### src/design/broadcast_page_slot_scheduler_macros.svh
// ----------------------------------------------------------------------------
// broadcast page slot scheduler assertion macros
// immediate-implication and next-cycle checks, empty under synthesis
// ----------------------------------------------------------------------------
`ifndef BROADCAST_PAGE_SLOT_SCHEDULER_MACROS_SVH
`define BROADCAST_PAGE_SLOT_SCHEDULER_MACROS_SVH
`ifndef SYNTHESIS
`define BPSS_ASSERT_IMP(label, clk, rst, ante, cons) \
  label: assert property (@(posedge clk) disable iff (rst) (ante) |-> (cons)) \
    else $error("bpss check failed");
`define BPSS_ASSERT_NXT(label, clk, rst, ante, cons) \
  label: assert property (@(posedge clk) disable iff (rst) (ante) |=> (cons)) \
    else $error("bpss check failed");
`else
`define BPSS_ASSERT_IMP(label, clk, rst, ante, cons)
`define BPSS_ASSERT_NXT(label, clk, rst, ante, cons)
`endif
`endif

### src/design/bpss_pkg.sv
// ----------------------------------------------------------------------------
// bpss_pkg
// types, page numbers and codes shared by the slot scheduler modules
// ----------------------------------------------------------------------------
`timescale 1ns / 1ps

package bpss_pkg;

  localparam int unsigned COMMON_GROUP_PERIOD_DEF = 13;
  localparam int unsigned PHASE_W = 4;
  localparam int unsigned SLOT_W  = 3;

  localparam logic [SLOT_W-1:0] SLOTS_PER_GROUP = 3'd5;
  localparam logic [SLOT_W-1:0] SLOT_SWAP       = 3'd3;
  localparam logic [SLOT_W-1:0] SLOT_SETTINGS   = 3'd4;
  localparam logic [SLOT_W-1:0] SLOT_TREADMILL  = 3'd2;
  localparam logic [SLOT_W-1:0] SLOT_GENERAL_LAST = 3'd1;

  localparam logic [1:0] CMD_TICK     = 2'd0;
  localparam logic [1:0] CMD_ANSWERED = 2'd1;
  localparam logic [1:0] CMD_REQUEST  = 2'd2;

  localparam logic [1:0] KIND_NONE = 2'd0;
  localparam logic [1:0] KIND_DATA = 2'd1;
  localparam logic [1:0] KIND_C80  = 2'd2;
  localparam logic [1:0] KIND_C81  = 2'd3;

  localparam logic [7:0] PG_GENERAL   = 8'd16;
  localparam logic [7:0] PG_SETTINGS  = 8'd17;
  localparam logic [7:0] PG_METABOLIC = 8'd18;
  localparam logic [7:0] PG_TREADMILL = 8'd19;
  localparam logic [7:0] PG_CAPS      = 8'd54;
  localparam logic [7:0] PG_STATUS    = 8'd71;
  localparam logic [7:0] PG_COMMON80  = 8'd80;
  localparam logic [7:0] PG_COMMON81  = 8'd81;

  typedef struct packed {
    logic [1:0] command;
    logic [7:0] req_page;
    logic [7:0] req_count;
  } bpss_item_t;

  typedef struct packed {
    logic [7:0] sent_page;
    logic [1:0] slot_kind;
    logic       request_status;
  } bpss_result_t;

  typedef struct packed {
    logic [SLOT_W-1:0]  slot_index;
    logic [PHASE_W-1:0] group_phase;
    logic               status_due;
    logic [7:0]         request_remaining;
    logic [7:0]         request_page_held;
    logic               metabolic_next;
  } bpss_state_t;

endpackage

### src/design/bpss_slot_logic.sv
// ----------------------------------------------------------------------------
// bpss_slot_logic
// slot choice and scheduler state update for one word
// ----------------------------------------------------------------------------
`timescale 1ns / 1ps

module bpss_slot_logic #(
  parameter int unsigned COMMON_GROUP_PERIOD = bpss_pkg::COMMON_GROUP_PERIOD_DEF
) (
  input  bpss_pkg::bpss_item_t   item,
  input  bpss_pkg::bpss_state_t  st,
  input  logic                   metabolic_enable,
  output bpss_pkg::bpss_state_t  st_next,
  output bpss_pkg::bpss_result_t res
);
  import bpss_pkg::*;

  localparam logic [PHASE_W-1:0] LAST_PHASE = PHASE_W'(COMMON_GROUP_PERIOD - 1);
  localparam logic [PHASE_W-1:0] PERIOD     = PHASE_W'(COMMON_GROUP_PERIOD);

  logic               common;
  logic               supported;
  logic [SLOT_W-1:0]  slot_inc;
  logic [PHASE_W-1:0] phase_inc;

  assign common    = (st.group_phase == LAST_PHASE);
  assign slot_inc  = st.slot_index + SLOT_W'(1);
  assign phase_inc = st.group_phase + PHASE_W'(1);
  assign supported = (item.req_page == PG_CAPS) || (item.req_page == PG_STATUS) ||
                     (item.req_page == PG_COMMON80) || (item.req_page == PG_COMMON81);

  always_comb begin
    st_next = st;
    res     = '0;
    unique case (item.command)
      CMD_TICK: begin
        res.slot_kind = KIND_DATA;
        if (common && st.slot_index == SLOT_SWAP) begin
          res.sent_page = PG_COMMON80;
          res.slot_kind = KIND_C80;
        end else if (common && st.slot_index >= SLOT_SETTINGS) begin
          res.sent_page = PG_COMMON81;
          res.slot_kind = KIND_C81;
        end else if (st.slot_index <= SLOT_GENERAL_LAST) begin
          res.sent_page = PG_GENERAL;
        end else if (st.slot_index == SLOT_TREADMILL) begin
          res.sent_page = PG_TREADMILL;
        end else if (st.slot_index == SLOT_SWAP) begin
          // status owed beats a held request
          if (st.status_due) begin
            st_next.status_due = 1'b0;
            res.sent_page      = PG_STATUS;
          end else if (st.request_remaining != 8'd0) begin
            st_next.request_remaining = st.request_remaining - 8'd1;
            res.sent_page             = st.request_page_held;
          end else begin
            res.sent_page = PG_TREADMILL;
          end
        end else if (metabolic_enable && st.metabolic_next) begin
          res.sent_page          = PG_METABOLIC;
          st_next.metabolic_next = 1'b0;
        end else begin
          res.sent_page          = PG_SETTINGS;
          st_next.metabolic_next = metabolic_enable;
        end
        // slot and group counters, out-of-range values wrap to zero
        if (slot_inc >= SLOTS_PER_GROUP) begin
          st_next.slot_index  = '0;
          st_next.group_phase = (phase_inc >= PERIOD) ? '0 : phase_inc;
        end else begin
          st_next.slot_index = slot_inc;
        end
      end
      CMD_ANSWERED: begin
        st_next.status_due = 1'b1;
      end
      CMD_REQUEST: begin
        if (supported) begin
          st_next.request_page_held = item.req_page;
          st_next.request_remaining = (item.req_count == 8'd0) ? 8'd1 : item.req_count;
        end else begin
          res.request_status = 1'b1;
        end
      end
      default: begin
        st_next = st;
      end
    endcase
  end

endmodule

### src/design/broadcast_page_slot_scheduler.sv
// ----------------------------------------------------------------------------
// broadcast_page_slot_scheduler
// picks the broadcast page for each message slot of a five-slot group
// ----------------------------------------------------------------------------
// input words carry a command (tick, command answered, page request) with
// req_page and req_count; each is taken when in_valid is high and in_stall
// is low. every input word gives exactly one output word (sent_page,
// slot_kind, request_status), offered on out_valid and taken when out_stall
// is low. metabolic_enable is written through cfg_write / cfg_data; the
// user must write it only while the block is idle, as the block does not
// enforce this. a word is registered in the entry register, then its
// result in the output register, where out_valid marks it for taking.
// one word per clock is sustained while out_stall is low; the slot choice
// and state update sit in one short stage between the two registers.
// reset clears the slot and group counters, any owed status page, any held
// request and the metabolic setting. while out_stall holds a result, one
// further word is taken into the entry register, then in_stall rises.
// ----------------------------------------------------------------------------
`timescale 1ns / 1ps
`include "broadcast_page_slot_scheduler_macros.svh"

module broadcast_page_slot_scheduler #(
  parameter int unsigned COMMON_GROUP_PERIOD = bpss_pkg::COMMON_GROUP_PERIOD_DEF
) (
  input  logic       clk,
  input  logic       rst,
  input  logic       cfg_write,
  input  logic       cfg_data,
  input  logic       in_valid,
  output logic       in_stall,
  input  logic [1:0] command,
  input  logic [7:0] req_page,
  input  logic [7:0] req_count,
  output logic       out_valid,
  input  logic       out_stall,
  output logic [7:0] sent_page,
  output logic [1:0] slot_kind,
  output logic       request_status
);
  import bpss_pkg::*;

  localparam logic [PHASE_W-1:0] PERIOD = PHASE_W'(COMMON_GROUP_PERIOD);

  logic         metabolic_enable;
  logic         in_reg_valid;
  bpss_item_t   in_reg;
  bpss_state_t  st;
  bpss_state_t  st_next;
  bpss_result_t res;
  bpss_result_t out_reg;
  logic         out_free;
  logic         advance;

  assign out_free = !out_valid || !out_stall;
  assign advance  = in_reg_valid && out_free;
  assign in_stall = in_reg_valid && !out_free;

  bpss_slot_logic #(
    .COMMON_GROUP_PERIOD(COMMON_GROUP_PERIOD)
  ) u_slot_logic (
    .item             (in_reg),
    .st               (st),
    .metabolic_enable (metabolic_enable),
    .st_next          (st_next),
    .res              (res)
  );

  always_ff @(posedge clk) begin
    if (rst) begin
      metabolic_enable <= 1'b0;
    end else if (cfg_write) begin
      metabolic_enable <= cfg_data;
    end
  end

  always_ff @(posedge clk) begin
    if (rst) begin
      in_reg_valid <= 1'b0;
      out_valid    <= 1'b0;
      st           <= '0;
    end else begin
      if (!in_stall) begin
        in_reg_valid <= in_valid;
      end
      if (advance) begin
        st        <= st_next;
        out_valid <= 1'b1;
      end else if (!out_stall) begin
        out_valid <= 1'b0;
      end
    end
  end

  // payload registers
  always_ff @(posedge clk) begin
    if (in_valid && !in_stall) begin
      in_reg.command   <= command;
      in_reg.req_page  <= req_page;
      in_reg.req_count <= req_count;
    end
    if (advance) begin
      out_reg <= res;
    end
  end

  assign sent_page      = out_reg.sent_page;
  assign slot_kind      = out_reg.slot_kind;
  assign request_status = out_reg.request_status;

  `BPSS_ASSERT_IMP(a_slot_range, clk, rst, 1'b1, st.slot_index < SLOTS_PER_GROUP)
  `BPSS_ASSERT_IMP(a_phase_range, clk, rst, 1'b1, st.group_phase < PERIOD)
  `BPSS_ASSERT_IMP(a_stall_full, clk, rst, in_stall, in_reg_valid && out_valid)
  `BPSS_ASSERT_IMP(a_none_zero, clk, rst, out_valid && slot_kind == KIND_NONE, sent_page == 8'd0)
  `BPSS_ASSERT_NXT(a_state_hold, clk, rst, !advance, st == $past(st))

endmodule
### config.mk
export PLATFORM = sky130hd
export DESIGN_NAME = broadcast_page_slot_scheduler
export DESIGN_NICKNAME = d
export VERILOG_FILES = /design/src/design/bpss_pkg.sv /design/src/design/bpss_slot_logic.sv /design/src/design/broadcast_page_slot_scheduler.sv
export VERILOG_INCLUDE_DIRS = /design/src /design/src/design
export SDC_FILE = /design/constraint.sdc
export NUM_CORES = 1
export LEC_CHECK = 0
export BUFFER_PORTS_ARGS = -buffer_cell sky130_fd_sc_hd__buf_2
export CAP_MARGIN = 40
export CELL_PAD_IN_SITES_DETAIL_PLACEMENT = 2
export CELL_PAD_IN_SITES_GLOBAL_PLACEMENT = 2
export CORE_MARGIN = 3
export CORE_UTILIZATION = 40
export DETAILED_ROUTE_END_ITERATION = 7
export PLACE_DENSITY_LB_ADDON = 0.1
export SYNTH_ARGS = -nofsm -noshare
export SYNTH_HDL_FRONTEND = slang
export SYNTH_SLANG_ARGS = --single-unit
export TNS_END_PERCENT = 100
### constraint.sdc
create_clock -name clk -period 5.1 [get_ports clk]
set_clock_uncertainty 0.2 [all_clocks]
set_input_delay 1.275 -clock clk [delete_from_list [all_inputs] [get_ports clk]]
set_output_delay 1.275 -clock clk [all_outputs]
set_load 0.01 [all_outputs]
==> reports/results.txt <==
Status: complete, no violations
Number of synthesized flops with an enable pin: 29
Critical path arrival: 1.72 ns
Sequential area share after synthesis: 52.5%
RR Startpoint: st[19]$_SDFFE_PP0P_
Final Critical Period: 3.20 ns
Syn Area/Cell: 10.9 µm²
Post-Place Cells: 359
Number of clock sinks: 57
Die area: 0.00784 mm²
Vias in the first global route: 2329
Synth Instances: 251
Critical path peak fanout: 3
Deepest clock path buffer count: 2
Diode count: 0
Power Dens Cells: 322 mW/mm²
Async set-reset flop share out of synthesis: 0%
Port Buf Inserts: 36
Max reg flops: 25
Max transition margin: 58.2%
Via density: 5.63
CP required: 3.62 ns
Critical path capture point type: output pin
Antenna violation net count after detailed routing: 0
Final Max Slew Viols: 0
Worst-margin pin slew: 0.626 ns
# DRC: 0
GR Util met3: 6.24%
DR vias: 2113
Maxcap violations: 0
Setup WS pre-CTS: 1.89 ns
Commonest cells after routing, fill and taps aside: 36 x buf_2, 29 x edfxtp_1, 28 x dfxtp_1, 26 x nor2_1
Syn Nets: 284
Post-route insts no fill: 375
Final Cycle Share: 62.7%
Share of cells above drive strength 1: 25.5%
Pin count of the biggest net entering global routing: 29
Startpoint Class: input port
Postcts setup bufs: 0
Initial antenna violation count: 0
Synth warnings: 0
Grt met2 use: 34.1%
Cell Rows: 29
Max VDD drop: 167 µV
Hold-fix buffers at CTS: 0
Reg2Reg Setup Slack: 2.72 ns
IO Count: 37
Final HPWL DP: 5.38 mm
Die X: 88.5 µm
Total GRT Usage: 21.0%
First-pass GRT wire length: 12.2 mm
Synth Flop Type: edfxtp_1
Commonest non-fill, non-tap cell in the layout: buf_2
CTS tree: done
Synth-to-layout area growth: 17.3%
Gpl congestion: 0.800
Per-cell routed wire length: 19.7 µm
Post-synth cell types: 60
Hold Crit Class: flip-flop to flip-flop
Gr ovfl total: 0
CP max-delay cell: and3_1
Final Hold Vio Count: 0
Initial cell density of the core: 42.2%
H-tree depth: 3
Critical Path End: in_stall
Hold depth: 1
DR iter-0 viols: 68
Most frequent CP cell: buf_2
Pwr Total: 0.00103 W
Final WS setup: 1.90 ns
Die Y: 88.5 µm
Crit. Startpoint: out_stall
Post-Syn Area: 0.00272 mm²
R2R Path End: st[16]$_SDFFE_PP0P_
Flops & latches, synth: 57
GR Layer Usage met1: 27.2%
Setup-failing EPs final: 0
Setup tns final: 0 ns
DRT Pass-1 Iters: 4
Reg2reg path depth: 8
Leak: 1.16 nW
Nets: 326
Fmax: 0.313 GHz
Hold Slack: 0.283 ns
Top Usage Layer GRT: met2
Clk slew on worst S/H paths: 0.06 ns
CTS-repair resized insts: 0
Routed Wire Length: 7.39 mm
CORE AREA: 0.00646 mm²
Crit path largest cell delay: 0.19 ns
Root buf cell: clkbuf_8
Critical path class: input port to output pin
RSZ-0062 raised after global routing: no
Worst-skew pair later-pin latency: 0.34 ns
CP cell instances: buf_2 > and3_1 > buf_2
Num CTS Buffers: 9
final cells by class:
cell class                      instances  area [µm²]
Clock inverter                          6        92.6
Sequential cell                        57        1430
Inverter                               12        45.0
Multi-Input combinational cell        175        1210
Tap cell                               77        96.3
Timing Repair Buffer                   38         195
Fill cell                             679        3260
Clock buffer                           10         128
routing by layer:
layer / wire length [µm] / part of all wire, % / vias to the layer above
met2: 3560 / 48 / 44
met3: 265 / 3.6 / 8
met4: 96 / 1.3 / 0
met1: 3470 / 47 / 1055
li1: - / - / 1006
met5: 0 / 0 / -
report_power, final:
| part | switching, W | internal (W) |
|---|---|---|
| Sequential | 0.0000105 | 0.000497 |
| Clock | 0.000194 | 0.000276 |
| Combinational | 0.0000323 | 0.0000199 |
| Total | 0.000237 | 0.000793 |
worst max-delay path, delay by kind of cell:
family                 cells  cell delay, ns
and+or+nand+nor            1            0.19
buffers and inverters      2            0.25
cells in the mapped netlist, types with 5 or more instances:
| cell type | n | area [µm²] |
|---|---|---|
| edfxtp_1 | 29 | 871 |
| mux2i_1 | 9 | 90.1 |
| ha_1 | 9 | 113 |
| nand3_1 | 6 | 30.0 |
| a21oi_1 | 20 | 100 |
| nor2_1 | 26 | 97.6 |
| dfxtp_1 | 28 | 561 |
| nor3_1 | 8 | 40.0 |
| o21ai_0 | 5 | 25.0 |
| inv_1 | 10 | 37.5 |
| nand2_1 | 20 | 75.1 |
kinds of logic after synthesis:
kind of cell               count (synthesis)  synth area share, %
AOI/OAI and AO/OA                         59                 16.7
adders and majority gates                  9                 4.13
buffers and inverters                     19                 3.12
DFF                                       57                 52.5
muxes                                      9                 3.31
and+or+nand+nor                           96                 19.6
xor gates and xnor gates                   2                0.643
worst min-delay path by stage:
stage | from | slack [ns] | to
5_1_grt | st[4]$_SDFFE_PP0P_ | 0.30 | st[4]$_SDFFE_PP0P_
3_5_place_dp | st[4]$_SDFFE_PP0P_ | 0.28 | st[4]$_SDFFE_PP0P_
2_1_floorplan | st[6]$_SDFFE_PP0P_ | 0.25 | st[6]$_SDFFE_PP0P_
4_1_cts | st[4]$_SDFFE_PP0P_ | 0.28 | st[4]$_SDFFE_PP0P_
6_report | st[4]$_SDFFE_PP0P_ | 0.28 | st[4]$_SDFFE_PP0P_
3_3_place_gp | st[8]$_SDFFE_PP0P_ | 0.27 | st[8]$_SDFFE_PP0P_
stage by stage:
step                area, µm²  util [%]
floorplan                2720         -
global route             3200      49.5
finish                   3200      49.5
detailed placement       2980      46.1
CTS                      3200      49.5
global placement         2980      46.1
(Power assumes the default switching activity.)
